`config.mk`:
```
export PLATFORM = sky130hd
export DESIGN_NAME = positional_insert_deque
export DESIGN_NICKNAME = d
export VERILOG_FILES = /design/src/pid_pkg.sv /design/src/positional_insert_deque.sv
export SDC_FILE = /design/constraint.sdc
export NUM_CORES = 1
export LEC_CHECK = 0
export BUFFER_PORTS_ARGS = -buffer_cell sky130_fd_sc_hd__buf_2
export CORE_MARGIN = 4
export CORE_UTILIZATION = 55
export CTS_CLUSTER_SIZE = 24
export DETAILED_ROUTE_END_ITERATION = 10
export GPL_TIMING_DRIVEN = 1
export PLACE_DENSITY = 0.7
export SLEW_MARGIN = 5
export SYNTH_ARGS = -nofsm -noshare
export SYNTH_HDL_FRONTEND = slang
export SYNTH_SLANG_ARGS = --single-unit
```
`constraint.sdc`:
```
create_clock -name i_clk -period 5 [get_ports i_clk]
set_clock_uncertainty 0.2 [all_clocks]
set_input_delay 0.75 -clock i_clk [delete_from_list [all_inputs] [get_ports i_clk]]
set_output_delay 0.75 -clock i_clk [all_outputs]
set_load 0.03 [all_outputs]
```
`src/pid_pkg.sv`:
```
// ----------------------------------------------------------------------------
// pid_pkg
// Status codes, request modes and state codes for the positional-insert deque.
// ----------------------------------------------------------------------------
package pid_pkg;

    localparam logic [1:0] MODE_PUSH_FRONT = 2'd0;
    localparam logic [1:0] MODE_PUSH_BACK  = 2'd1;
    localparam logic [1:0] MODE_INSERT     = 2'd2;
    localparam logic [1:0] MODE_POP        = 2'd3;

    localparam logic [1:0] ST_OK     = 2'd0;
    localparam logic [1:0] ST_BADPOS = 2'd1;
    localparam logic [1:0] ST_EMPTY  = 2'd2;
    localparam logic [1:0] ST_FULL   = 2'd3;

    localparam logic [2:0] S_IDLE  = 3'd0;
    localparam logic [2:0] S_TAKE  = 3'd1;
    localparam logic [2:0] S_READ  = 3'd2;
    localparam logic [2:0] S_MOVE  = 3'd3;
    localparam logic [2:0] S_PLACE = 3'd4;
    localparam logic [2:0] S_FRONT = 3'd5;
    localparam logic [2:0] S_BACK  = 3'd6;
    localparam logic [2:0] S_OUT   = 3'd7;

endpackage

```
`src/positional_insert_deque.sv`:
```
// ----------------------------------------------------------------------------
// positional_insert_deque
// Ordered queue of identifiers with push front/back, positional insert, pop.
// ----------------------------------------------------------------------------
// Entries live in one synchronous RAM (registered read) with the front at
// address 0. One request is in work at a time; s_axis_tready is high only while
// idle. An insert moves the k entries behind the insert point one slot back, a
// pop reads the front and moves the k = count-1 remaining entries one slot
// forward; each move is a read in S_READ and a write in S_MOVE on the single RAM
// port pair. Front and back are then read for the result word. A rejected
// request (full, empty, position zero) skips the moves. S_OUT loads the result
// word into the output register once the previous word has left it, and the
// next word can be accepted once the block is back in S_IDLE.
module positional_insert_deque #(
    parameter int QUEUE_DEPTH = 16,
    parameter int ID_WIDTH    = 16
) (
    input  logic        i_clk,
    input  logic        i_rst_n,
    input  logic        s_axis_tvalid,
    output logic        s_axis_tready,
    input  logic [31:0] s_axis_tdata,  // mode[1:0], item_id[17:2], position[25:18]
    output logic        m_axis_tvalid,
    input  logic        m_axis_tready,
    output logic [55:0] m_axis_tdata   // status[1:0], popped_id[17:2], nonempty[18],
                                       // front_id[34:19], back_id[50:35], entry_count[55:51]
);

    localparam int AW = (QUEUE_DEPTH > 1) ? $clog2(QUEUE_DEPTH) : 1;
    localparam int CW = $clog2(QUEUE_DEPTH + 1);
    localparam int PW = (CW > 8) ? CW + 1 : 9;

    logic [ID_WIDTH-1:0] r_mem [QUEUE_DEPTH];
    logic [ID_WIDTH-1:0] r_rd;
    logic [AW-1:0]       rd_addr, wr_addr;
    logic                wr_en;
    logic [ID_WIDTH-1:0] wr_data;

    logic [2:0]          r_state, n_state;
    logic [CW-1:0]       r_cnt, n_cnt;
    logic [1:0]          r_mode;
    logic [ID_WIDTH-1:0] r_id;
    logic [CW-1:0]       r_idx, r_ptr;
    logic [1:0]          r_status;
    logic [15:0]         r_popped;
    logic [ID_WIDTH-1:0] r_front;
    logic                r_ovalid;
    logic [55:0]         r_odata;

    logic [1:0]    in_mode;
    logic [15:0]   in_id;
    logic [7:0]    in_pos;
    logic [PW-1:0] pos_m1;
    logic [1:0]    in_status;
    logic [CW-1:0] in_idx;
    logic [CW-1:0] ptr_inc;
    logic          accept, out_free;
    logic [15:0]   front16, back16;

    assign in_mode = s_axis_tdata[1:0];
    assign in_id   = s_axis_tdata[17:2];
    assign in_pos  = s_axis_tdata[25:18];
    assign pos_m1  = PW'(in_pos) - PW'(1);
    assign ptr_inc = r_ptr + CW'(1);

    assign s_axis_tready = (r_state == pid_pkg::S_IDLE);
    assign accept        = s_axis_tvalid && s_axis_tready;
    assign out_free      = !r_ovalid || m_axis_tready;
    assign m_axis_tvalid = r_ovalid;
    assign m_axis_tdata  = r_odata;

    always_ff @(posedge i_clk) begin
        if (wr_en) r_mem[wr_addr] <= wr_data;
        r_rd <= r_mem[rd_addr];
    end

    assign front16 = 16'(r_front);
    assign back16  = 16'(r_rd);

    always_comb begin
        in_status = pid_pkg::ST_OK;
        if (in_mode == pid_pkg::MODE_POP) begin
            if (r_cnt == '0) in_status = pid_pkg::ST_EMPTY;
        end else if (in_mode == pid_pkg::MODE_INSERT && in_pos == 8'd0) begin
            in_status = pid_pkg::ST_BADPOS;
        end else if (r_cnt >= CW'(QUEUE_DEPTH)) begin
            in_status = pid_pkg::ST_FULL;
        end
        unique case (in_mode)
            pid_pkg::MODE_PUSH_FRONT: in_idx = '0;
            pid_pkg::MODE_INSERT:     in_idx = (pos_m1 < PW'(r_cnt)) ? pos_m1[CW-1:0] : r_cnt;
            default:                  in_idx = r_cnt;
        endcase
    end

    always_comb begin
        n_state = r_state;
        n_cnt   = r_cnt;
        rd_addr = AW'(r_cnt - CW'(1));
        wr_addr = r_ptr[AW-1:0];
        wr_en   = 1'b0;
        wr_data = r_rd;
        unique case (r_state)
            pid_pkg::S_IDLE: begin
                // front is fetched on the accepting edge for a pop
                rd_addr = '0;
                if (accept) begin
                    if (in_status != pid_pkg::ST_OK) n_state = pid_pkg::S_FRONT;
                    else if (in_mode == pid_pkg::MODE_POP) n_state = pid_pkg::S_TAKE;
                    else n_state = pid_pkg::S_READ;
                end
            end
            pid_pkg::S_TAKE: n_state = pid_pkg::S_READ;
            pid_pkg::S_READ: begin
                if (r_mode == pid_pkg::MODE_POP) begin
                    if (ptr_inc < r_cnt) begin
                        rd_addr = ptr_inc[AW-1:0];
                        n_state = pid_pkg::S_MOVE;
                    end else begin
                        n_cnt   = r_cnt - CW'(1);
                        n_state = pid_pkg::S_FRONT;
                    end
                end else if (r_ptr > r_idx) begin
                    rd_addr = AW'(r_ptr - CW'(1));
                    n_state = pid_pkg::S_MOVE;
                end else begin
                    n_state = pid_pkg::S_PLACE;
                end
            end
            pid_pkg::S_MOVE: begin
                wr_en   = 1'b1;
                n_state = pid_pkg::S_READ;
            end
            pid_pkg::S_PLACE: begin
                wr_en   = 1'b1;
                wr_addr = r_idx[AW-1:0];
                wr_data = r_id;
                n_cnt   = r_cnt + CW'(1);
                n_state = pid_pkg::S_FRONT;
            end
            pid_pkg::S_FRONT: begin
                rd_addr = '0;
                n_state = pid_pkg::S_BACK;
            end
            pid_pkg::S_BACK: n_state = pid_pkg::S_OUT;
            pid_pkg::S_OUT: begin
                if (out_free) n_state = pid_pkg::S_IDLE;
            end
            default: n_state = pid_pkg::S_IDLE;
        endcase
    end

    always_ff @(posedge i_clk) begin
        if (!i_rst_n) begin
            r_state  <= pid_pkg::S_IDLE;
            r_cnt    <= '0;
            r_ovalid <= 1'b0;
        end else begin
            r_state <= n_state;
            r_cnt   <= n_cnt;
            if (r_state == pid_pkg::S_OUT && out_free) r_ovalid <= 1'b1;
            else if (m_axis_tready) r_ovalid <= 1'b0;
        end
    end

    always_ff @(posedge i_clk) begin
        unique case (r_state)
            pid_pkg::S_IDLE: begin
                if (accept) begin
                    r_mode   <= in_mode;
                    r_id     <= ID_WIDTH'(in_id);
                    r_status <= in_status;
                    r_popped <= '0;
                    r_idx    <= in_idx;
                    r_ptr    <= (in_mode == pid_pkg::MODE_POP) ? '0 : r_cnt;
                end
            end
            pid_pkg::S_TAKE: r_popped <= 16'(r_rd);
            pid_pkg::S_MOVE: begin
                if (r_mode == pid_pkg::MODE_POP) r_ptr <= r_ptr + CW'(1);
                else r_ptr <= r_ptr - CW'(1);
            end
            pid_pkg::S_BACK: r_front <= r_rd;
            pid_pkg::S_OUT: begin
                if (out_free) begin
                    r_odata <= {5'(r_cnt),
                                (r_cnt != '0) ? back16 : 16'd0,
                                (r_cnt != '0) ? front16 : 16'd0,
                                (r_cnt != '0), r_popped, r_status};
                end
            end
            default: ;
        endcase
    end

endmodule

```
==> results.py, run 1 <==
metrics = {
    "yosys": {
        "yosysWarnings": 0,
        "synth_area_per_cell_sq_um": 15.04,
        "synth.yosys.seq_area_share_pct": 73.36,
        "ys_types": 61,
        "ys.flop_type": "edfxtp_1",
        "synthArstFlopShare_pct": 0,
        "netlist_area_sq_um": 15990,
        "ys_seq_elements": 399,
        "syn_nets": 1117,
        "synth_edf_count": 374,
        "netlist_instances": 1063,
    },
    "clocking": {
        "cts_tree": "built",
        "cts_hold_buf": 0,
        "cts_made_buffers": 40,
        "cts.path.max_buffers": 3,
        "htree_num_levels": 2,
        "root_buffer": "clkbuf_16",
        "clk_latency_ns": 0.54,
        "clk_pin_slew_ns": 0.06,
        "post_cts_resized": 0,
        "post_cts_buffers": 0,
        "clock-sinks": 399,
    },
    "timing": {
        "fin_setup_tns_ns": 0,
        "timing.final.ws_setup_ns": 0.9637,
        "slew_viol_final": 0,
        "max_freq_ghz": 0.2478,
        "hold_violations": 0,
        "final.min_clock_period_ns": 4.036,
        "whs_ns": 0.1814,
        "max-slew-margin-rel_pct": 54.03,
        "worst_slew_pin_slew_ns": 0.6843,
        "rsz0062_at_grt": "false",
        "finalSetupViolCount": 0,
        "period_share_pct": 80.73,
    },
    "setup_path": {
        "crit_top_cell": "ha_1",
        "cp-start-kind": "register",
        "cp-end-kind": "register",
        "cp_data_arrival_time_ns": 4.27,
        "cp_max_fo": 10,
        "cp_slowest_stage_delay_ns": 0.61,
        "crit_required_ns": 5.23,
        "path_class": "reg2reg",
        "slowest_stage": "edfxtp_1",
        "cp_cell_sequence": "ha_1 -> nand3_1 -> xnor2_1 -> ha_1 -> nand4bb_1 -> o32a_1 -> nand2_4 -> o31a_1 -> o32a_4 -> nor3_4 -> buf_4 -> a32oi_1 -> and4_1",
    },
    "die": {
        "start_util_pct": 55.71,
        "die_y_um": 178.5,
        "die-area_sq_um": 31870,
        "fp.dieW_um": 178.5,
        "design.core.area_sq_um": 28700,
        "num_rows": 62,
        "pin_count": 94,
    },
    "placement": {
        "place_inst": 1521,
        "routabilityCongestion": 0.8058,
        "dpl.hpwl_mm": 20.42,
        "io_buffers": 87,
        "dp_slack_ns": 0.9911,
    },
    "power_and_ir_drop": {
        "p_leak_nw": 6.441,
        "vdd_drop_max_mv": 0.7456,
        "p_per_area_nw_per_um2": 715.6,
    },
    "cells_and_area": {
        "antenna_cells": 0,
        "nFillCells": 2069,
        "final_cells": 1595,
        "area_delta_synth_final_pct": 14.84,
        "fin_nets": 1233,
        "drive_gt1_share_pct": 18.74,
    },
    "worst_hold_path": {
        "hold_path_class": "in2reg",
    },
    "drt": {
        "routed.top_layer": "met4",
        "met1_length_mm": 14.53,
        "drt-initial-drc-count": 807,
        "drc_errors": 0,
        "routedWlPerCell_um": 21.77,
        "dr_wl_met3_mm": 2.558,
        "wl_met2_mm": 16.80,
        "dr.pass1.iters": 5,
        "num_vias": 9244,
        "viasPerCell": 5.796,
        "routed_wl_mm": 34.72,
        "ant_nets": 0,
    },
    "global_routing": {
        "grt_pass1_vias": 8821,
        "antenna_found_initial": 0,
        "grt_usage_pct": 21.70,
        "grt-ovfl-total": 0,
        "grt_pass1_wl_mm": 51.76,
        "grt_max_degree": 65,
    },
    "run": {
        "drv_cap": 0,
    },
    "outcome": {
        "outcome": "completed",
    },
}
## stage by stage
step           utilization (%)  power, mW  instance area, sq um
2_1_floorplan                -      8.678                 15990
3_3_place_gp             59.32      10.03                 17030
3_5_place_dp             59.32      10.19                 17030
4_1_cts                  63.98      13.19                 18360
5_1_grt                  63.98      13.87                 18360
6_report                 63.98      13.14                 18360
## registers in the layout, indices dropped and copies added, names as in the netlist
name	count
m_axis_tdata	56
back16	16
r_mem	256
m_axis_tvalid	1
r_mode	2
r_idx	5
r_popped	16
r_state	3
r_ptr	5
r_id	16
front16	16
r_status	2
r_cnt	5
## critical path, delay by kind of cell (launching register included)
kind	cells	cell delay, ns
AND/OR/NAND/NOR	5	1.06
AO/OA/AOI/OAI	4	1.02
flip-flops	1	0.61
adder cells (fa/ha/maj)	2	0.50
buffers and inverters	1	0.31
XOR/XNOR	1	0.22
## power breakdown
group	total, mW	internal, mW	leakage (nW)	switching (mW)
clock network	2.98	1.76	0.662	1.22
registers	4.99	4.69	3.61	0.294
logic	5.18	1.80	2.17	3.38
total	13.1	8.25	6.44	4.89
## cells by family after synthesis
logic type	count (synthesis)	share of synthesized area, %
xor+xnor	18	0.9859
simple gates	354	11.10
mux	66	4.131
flops	399	73.36
compound gates	138	6.980
buf+inv	70	2.027
fa+ha+maj	18	1.408
## cell usage after synthesis (all sizes together) (3+ instances only)
cell type | instances | area [sq um]
nor2 | 29 | 108.9
o21ai | 16 | 80.08
a21o | 3 | 22.52
and3 | 4 | 25.02
nand2 | 193 | 736.9
mux2i | 66 | 660.6
and2 | 22 | 140.1
a21oi | 18 | 90.09
and4 | 16 | 140.1
nor3b | 6 | 45.04
xor2 | 7 | 61.31
a31oi | 7 | 50.05
nand3 | 11 | 55.05
inv | 22 | 82.58
xnor2 | 11 | 96.34
or3 | 3 | 18.77
o22ai | 6 | 37.54
ha | 18 | 225.2
dfxtp | 25 | 500.5
edfxtp | 374 | 11230
clkbuf | 18 | 67.56
nor3 | 21 | 182.7
buf | 30 | 173.9
nor2b | 39 | 244.0
a32oi | 67 | 586.8
## layer usage
metal / track usage [%] / up-vias
met2: 35.47 / 357
met1: 30.37 / 4551
met4: 6.620 / 0
li1: - / 4261
met3: 3.434 / 75
met5: 0 / -
## placed cells by master (no fill, tap or decap), types with 21 or more instances in the layout
cell | netlist | final
buf_2 | 22 | 87
buf_4 | 3 | 32
clkbuf_16 | 0 | 41
nand2_1 | 190 | 190
inv_1 | 22 | 22
a32oi_1 | 67 | 67
dfxtp_1 | 25 | 25
edfxtp_1 | 374 | 374
nor2b_1 | 39 | 39
mux2i_1 | 66 | 66
and2_1 | 21 | 21
## worst paths after layout
check             startpoint              end  slack, ns  cells past startpoint
min          s_axis_tdata[9]          r_id[7]       0.18                      1
max                 r_ptr[0]        back16[5]       0.96                     13
max reg2reg         r_ptr[0]        back16[5]       0.96                     13
min reg2reg      r_popped[2]  m_axis_tdata[4]       0.22                      0
## final cells by class
type                            count  area (sq um)  share of cell area [%]
Sequential cell                   399         11730                   63.88
Inverter                           22         82.58                  0.4497
Multi-Input combinational cell    594          3998                   21.77
Timing Repair Buffer              122         735.7                   4.006
Tap cell                          384         480.5                   2.616
Clock inverter                     20         201.4                   1.097
Clock buffer                       54          1135                   6.180
No activity file was read; power rests on OpenSTA's default activity.
==> inputs of run 2 (changes only) <==
--- a/config.mk
+++ b/config.mk
@@ -5,13 +5,14 @@
 export SDC_FILE = /design/constraint.sdc
 export NUM_CORES = 1
 export LEC_CHECK = 0
+export ABC_AREA = 1
 export BUFFER_PORTS_ARGS = -buffer_cell sky130_fd_sc_hd__buf_2
 export CORE_MARGIN = 4
 export CORE_UTILIZATION = 55
 export CTS_CLUSTER_SIZE = 24
 export DETAILED_ROUTE_END_ITERATION = 10
 export GPL_TIMING_DRIVEN = 1
-export PLACE_DENSITY = 0.7
+export PLACE_DENSITY = 0.73
 export SLEW_MARGIN = 5
 export SYNTH_ARGS = -nofsm -noshare
 export SYNTH_HDL_FRONTEND = slang
==> constraint.sdc (replaced) <==
create_clock -name i_clk -period 3.63 [get_ports i_clk]
set_clock_uncertainty 0.2 [all_clocks]
set_input_delay 0.5445 -clock i_clk [delete_from_list [all_inputs] [get_ports i_clk]]
set_output_delay 0.5445 -clock i_clk [all_outputs]
set_load 0.03 [all_outputs]
==> results.py, run 2 <==
metrics = {
    "cells_and_area": {
        "area_delta_synth_final_pct": 16.30,
        "nFillCells": 2235,
        "final_common_cell": "nand2_1",
        "largest_register_ffs": 256,
        "final_cell_mix": "387 x nand2_1, 374 x edfxtp_1, 302 x nand3_1",
        "largest-register": "r_mem",
        "antenna_cells": 0,
        "drive_gt1_share_pct": 14.10,
        "multi_input_area_sq_um": 4209,
        "regArea_sq_um": 11730,
        "fin_nets": 1783,
        "final_cells": 2155,
    },
    "yosys": {
        "synthArstFlopShare_pct": 0,
        "yosys.area.top_type": "edfxtp_1",
        "synthTopCellsByCount": "390 x nand2_1, 374 x edfxtp_1, 306 x nand3_1, 225 x inv_1, 59 x nor2_1",
        "synth.yosys.seq_area_share_pct": 68.57,
        "yosysWarnings": 0,
        "synthDominantCellAreaShare_pct": 65.65,
        "netlist_instances": 1591,
        "ys_seq_elements": 399,
        "synth.most_common_cell": "nand2_1",
        "synth_edf_count": 374,
        "netlist_area_sq_um": 17110,
        "synth_area_per_cell_sq_um": 10.75,
        "syn_nets": 1645,
        "ys.flop_type": "edfxtp_1",
        "ys_top_cells_by_area": "edfxtp_1 66%, nand3_1 9.0%, nand2_1 8.6%",
        "ys_types": 38,
    },
    "setup_path": {
        "cp-end-kind": "register",
        "cp_max_fo": 20,
        "cp-start-kind": "register",
        "rrSetupSlack_ns": 0.19,
        "path_class": "reg2reg",
        "crit_required_ns": 3.83,
        "cp_data_arrival_time_ns": 3.64,
    },
    "placement": {
        "dpl.hpwl_mm": 23.24,
        "place_inst": 2060,
        "routabilityCongestion": 0.8490,
        "io_buffers": 87,
    },
    "global_routing": {
        "grt_max_degree": 89,
        "grt_pass1_wl_mm": 58.55,
        "grt_usage_pct": 21.83,
        "antenna_found_initial": 0,
        "grt-ovfl-total": 0,
        "grt_pass1_vias": 11046,
    },
    "timing": {
        "final.min_clock_period_ns": 3.441,
        "max-slew-margin-rel_pct": 41.57,
        "fin_setup_tns_ns": 0,
        "max_freq_ghz": 0.2906,
        "worst_slew_pin_slew_ns": 0.8673,
        "period_share_pct": 94.79,
        "hold_violations": 0,
        "slew_viol_final": 0,
        "finalSetupViolCount": 0,
    },
    "drt": {
        "num_vias": 11924,
        "viasPerCell": 5.533,
        "drt-initial-drc-count": 1261,
        "dr.pass1.iters": 5,
        "ant_nets": 0,
        "drc_errors": 0,
        "routed_wl_mm": 39.15,
        "routedWlPerCell_um": 18.17,
    },
    "clocking": {
        "root_buffer": "clkbuf_16",
        "htree_num_levels": 2,
        "clk_pin_slew_ns": 0.06,
        "clock-sinks": 399,
        "cts.path.max_buffers": 3,
        "cts_tree": "built",
        "clk_latency_ns": 0.53,
        "cts_made_buffers": 40,
    },
    "die": {
        "die-area_sq_um": 33990,
        "pin_count": 94,
        "start_util_pct": 55.78,
        "fp.dieW_um": 184.4,
        "die_y_um": 184.4,
        "num_rows": 64,
        "design.core.area_sq_um": 30670,
    },
    "run": {
        "drv_cap": 0,
    },
    "worst_hold_path": {
        "hold_path_class": "in2reg",
    },
    "power_and_ir_drop": {
        "vdd_drop_max_mv": 0.6426,
        "p_per_area_nw_per_um2": 1004,
        "p_leak_nw": 8.447,
    },
    "outcome": {
        "outcome": "completed",
    },
}
run 2: logic make-up after synthesis:
kind of cell             after synthesis  synth area share [%]
AO/OA/AOI/OAI                         84                 2.838
XOR/XNOR                              11                0.5631
adder cells (fa/ha/maj)               18                 1.316
buffers and inverters                308                 7.336
flip-flops                           399                 68.57
AND/OR/NAND/NOR                      771                 19.37
run 2: timing repair:
action,4_1_cts,5_1_grt
endpoints found under the setup margin,0,16
hold endpoints to repair,7,1
gates resized for setup,0,12
hold buffers,7,1
setup buffers,0,9
run 2: final cells by class:
cell class              instances  area share (%)
clock buffers                  52           5.364
flip-flops and latches        399           58.96
inverters                     235           4.433
multi-input cells             884           21.15
well taps                     396           2.490
repair buffers                169           6.691
clock inverters                20          0.9055
run 2: through the flow:
step           area, sq um  hold WS [ns]  power, mW  setup WS (ns)  utilization, %
5_1_grt              19900     0.0008445      21.18       -0.05650           64.87
4_1_cts              19590      0.003844      19.18         0.1838           63.87
2_1_floorplan        17110        0.2003      12.37         0.2101               -
3_5_place_dp         18270        0.2045      15.20         0.1905           59.58
3_3_place_gp         18270        0.2013      14.99         0.2328           59.58
6_report             19900       0.01813      19.97         0.1892           64.87
run 2: power by group:
part / switching (mW) / internal [mW] / total, mW / leakage, nW
Combinational: 6.32 / 2.96 / 9.28 / 4.21
Sequential: 0.301 / 6.46 / 6.76 / 3.62
Clock: 1.64 / 2.29 / 3.93 / 0.610
run 2: final timing paths:
kind | start | endpoint | depth (start not counted)
worst max-delay path | r_ptr[0] | back16[9] | 21
worst min-delay path | s_axis_tdata[17] | r_id[15] | 1
worst max register to register | r_ptr[0] | back16[9] | 21
worst min register to register | r_popped[8] | m_axis_tdata[10] | 0
run 2: routing by layer:
layer	share of wire, %	vias up	global-route usage [%]
li1	-	5621	-
met1	41	5623	30.06
met2	48	596	35.67
met3	8.7	84	4.066
met4	2.7	0	6.951
met5	0	-	0
run 2: critical path: stages (launching register included):
cell and delay, ns:
edfxtp_1 0.48, buf_4 0.18, inv_1 0.14, ha_1 0.31, ha_1 0.29, nand2_1 0.05
nor2_1 0.08, nand2_1 0.08, nand3_2 0.11, nand3_1 0.08, nand2_1 0.10, nor2_2 0.05
nand2_4 0.19, nand2_8 0.17, buf_12 0.18, clkbuf_16 0.18, nand2_1 0.07, nand2_1 0.05
nand2_1 0.07, nand3_1 0.08, nand3_1 0.08, nand2_1 0.09
==> inputs of run 3 (changes only) <==
--- a/config.mk
+++ b/config.mk
@@ -12,8 +12,8 @@
 export CTS_CLUSTER_SIZE = 24
 export DETAILED_ROUTE_END_ITERATION = 10
 export GPL_TIMING_DRIVEN = 1
-export PLACE_DENSITY = 0.73
-export SLEW_MARGIN = 5
+export PLACE_DENSITY_LB_ADDON = 0.15
+export SLEW_MARGIN = 10
 export SYNTH_ARGS = -nofsm -noshare
 export SYNTH_HDL_FRONTEND = slang
 export SYNTH_SLANG_ARGS = --single-unit
==> results.py, run 3 (synthesized netlist as in run 2, its figures left out) <==
metrics = {
    "cells_and_area": {
        "fin_nets": 1783,
        "largest-register": "r_mem",
        "final_cells": 2157,
        "final_common_cell": "nand2_1",
        "drive_gt1_share_pct": 13.69,
        "final_cell_mix": "387 x nand2_1, 374 x edfxtp_1, 304 x nand3_1",
        "nFillCells": 2308,
        "largest_register_ffs": 256,
        "finish.utilization_pct": 65.00,
        "antenna_cells": 0,
        "final_cell_area_sq_um": 19940,
        "area_delta_synth_final_pct": 16.53,
    },
    "timing": {
        "period_share_pct": 93.59,
        "final.min_clock_period_ns": 3.397,
        "fin_setup_tns_ns": 0,
        "finalSetupViolCount": 0,
        "slew_viol_final": 0,
        "max-slew-margin-rel_pct": 49.02,
        "whs_ns": 0.01588,
        "hold_violations": 0,
        "max_freq_ghz": 0.2943,
        "worst_slew_pin_slew_ns": 0.7567,
    },
    "die": {
        "die-area_sq_um": 33990,
        "start_util_pct": 55.78,
        "num_rows": 64,
        "pin_count": 94,
        "design.core.area_sq_um": 30670,
        "die_y_um": 184.4,
        "fp.dieW_um": 184.4,
    },
    "placement": {
        "io_buffers": 87,
        "place_inst": 2061,
        "dpl.hpwl_mm": 23.15,
        "routabilityCongestion": 0.8769,
        "dpl_cell_area_sq_um": 18270,
    },
    "outcome": {
        "outcome": "completed",
    },
    "setup_path": {
        "cp-end-kind": "register",
        "cp_data_arrival_time_ns": 3.59,
        "cp_cell_sequence": "buf_4 -> inv_1 -> ha_1 -> ha_1 -> nand2_1 -> nor2_1 -> nand2_1 -> nand3_1 -> nand3_1 -> nand2_1 -> nor2_1 -> nand2_4 -> buf_16 -> buf_6 -> nand3_1 -> nand2_1 -> nand2_1 -> nand3_1 -> nand3_1 -> nand2_1",
        "slowest_stage": "edfxtp_1",
        "cp_slowest_stage_delay_ns": 0.44,
        "cp-start-kind": "register",
        "crit_required_ns": 3.82,
        "cp_max_fo": 18,
        "path_class": "reg2reg",
        "crit_top_cell": "nand2_1",
    },
    "clocking": {
        "root_buffer": "clkbuf_16",
        "clk_pin_slew_ns": 0.06,
        "clock-sinks": 399,
        "cts_tree": "built",
        "cts_made_buffers": 41,
        "htree_num_levels": 2,
        "clk_latency_ns": 0.53,
        "cts.path.max_buffers": 3,
    },
    "global_routing": {
        "grt_usage_pct": 22.17,
        "met2_usage_pct": 36.15,
        "grt_use_met3_pct": 4.046,
        "grt_pass1_wl_mm": 58.79,
        "grt_max_degree": 67,
        "top_usage_layer": "met2",
        "grt_pass1_vias": 10926,
        "antenna_found_initial": 0,
        "grt-ovfl-total": 0,
        "met1_usage_pct": 31.31,
    },
    "drt": {
        "num_vias": 11651,
        "dr.pass1.iters": 6,
        "routed_wl_mm": 38.83,
        "drt-initial-drc-count": 1117,
        "routedWlPerCell_um": 18.00,
        "drc_errors": 0,
        "viasPerCell": 5.401,
        "ant_nets": 0,
    },
    "power_and_ir_drop": {
        "vdd_drop_max_mv": 0.7278,
        "p_leak_nw": 8.454,
        "p_per_area_nw_per_um2": 991.0,
    },
    "run": {
        "drv_cap": 0,
    },
    "worst_hold_path": {
        "hold_path_class": "in2reg",
    },
}
run 3: worst max-delay path, delay by kind of cell (launching register included):
kind	cells	cell delay [ns]
flip-flops	1	0.44
buffers and inverters	4	0.69
adder cells (fa/ha/maj)	2	0.58
AND/OR/NAND/NOR	14	1.33
run 3: final timing paths:
check / from / end / slack, ns / cells after the start
worst max-delay path: r_ptr[0] / back16[1] / 0.23 / 20
worst min-delay path: s_axis_tdata[13] / r_id[11] / 0.02 / 1
worst max register to register: r_ptr[0] / back16[1] / 0.23 / 20
worst min register to register: r_popped[4] / m_axis_tdata[6] / 0.22 / 0
run 3: report_power, final:
part           switching (mW)  internal, mW
registers               0.280          6.46
logic                    6.09          2.76
clock network            1.69          2.48
total                    8.07          11.7
run 3: timing repair:
action	in CTS	in global routing
setup endpoints to repair	0	16
setup buffers	0	4
gates resized for setup	0	12
hold buffers	14	0
hold endpoints to repair	14	0
run 3: cell type report:
cell class	instances	area [sq um]	area share [%]
sequential	399	11730	58.85
tap	396	495.5	2.485
timing repair buffer	168	1294	6.490
multi-input combinational	884	4187	21.00
clock buffer	59	1176	5.900
inverter	235	882.1	4.425
clock inverter	16	170.2	0.8536
run 3: stage by stage:
stage | setup WS, ns | power, mW
2_1_floorplan | 0.2101 | 12.37
3_3_place_gp | 0.2308 | 15.05
3_5_place_dp | 0.1900 | 15.22
5_1_grt | -0.005933 | 21.02
4_1_cts | 0.1686 | 19.43
6_report | 0.2326 | 19.76
run 3: per-layer routing:
layer  vias to the layer above  part of all wire [%]
met5                         -                     0
met3                        72                   8.9
met4                         0                   2.2
met1                      5516                    42
li1                       5613                     -
met2                       450                    47
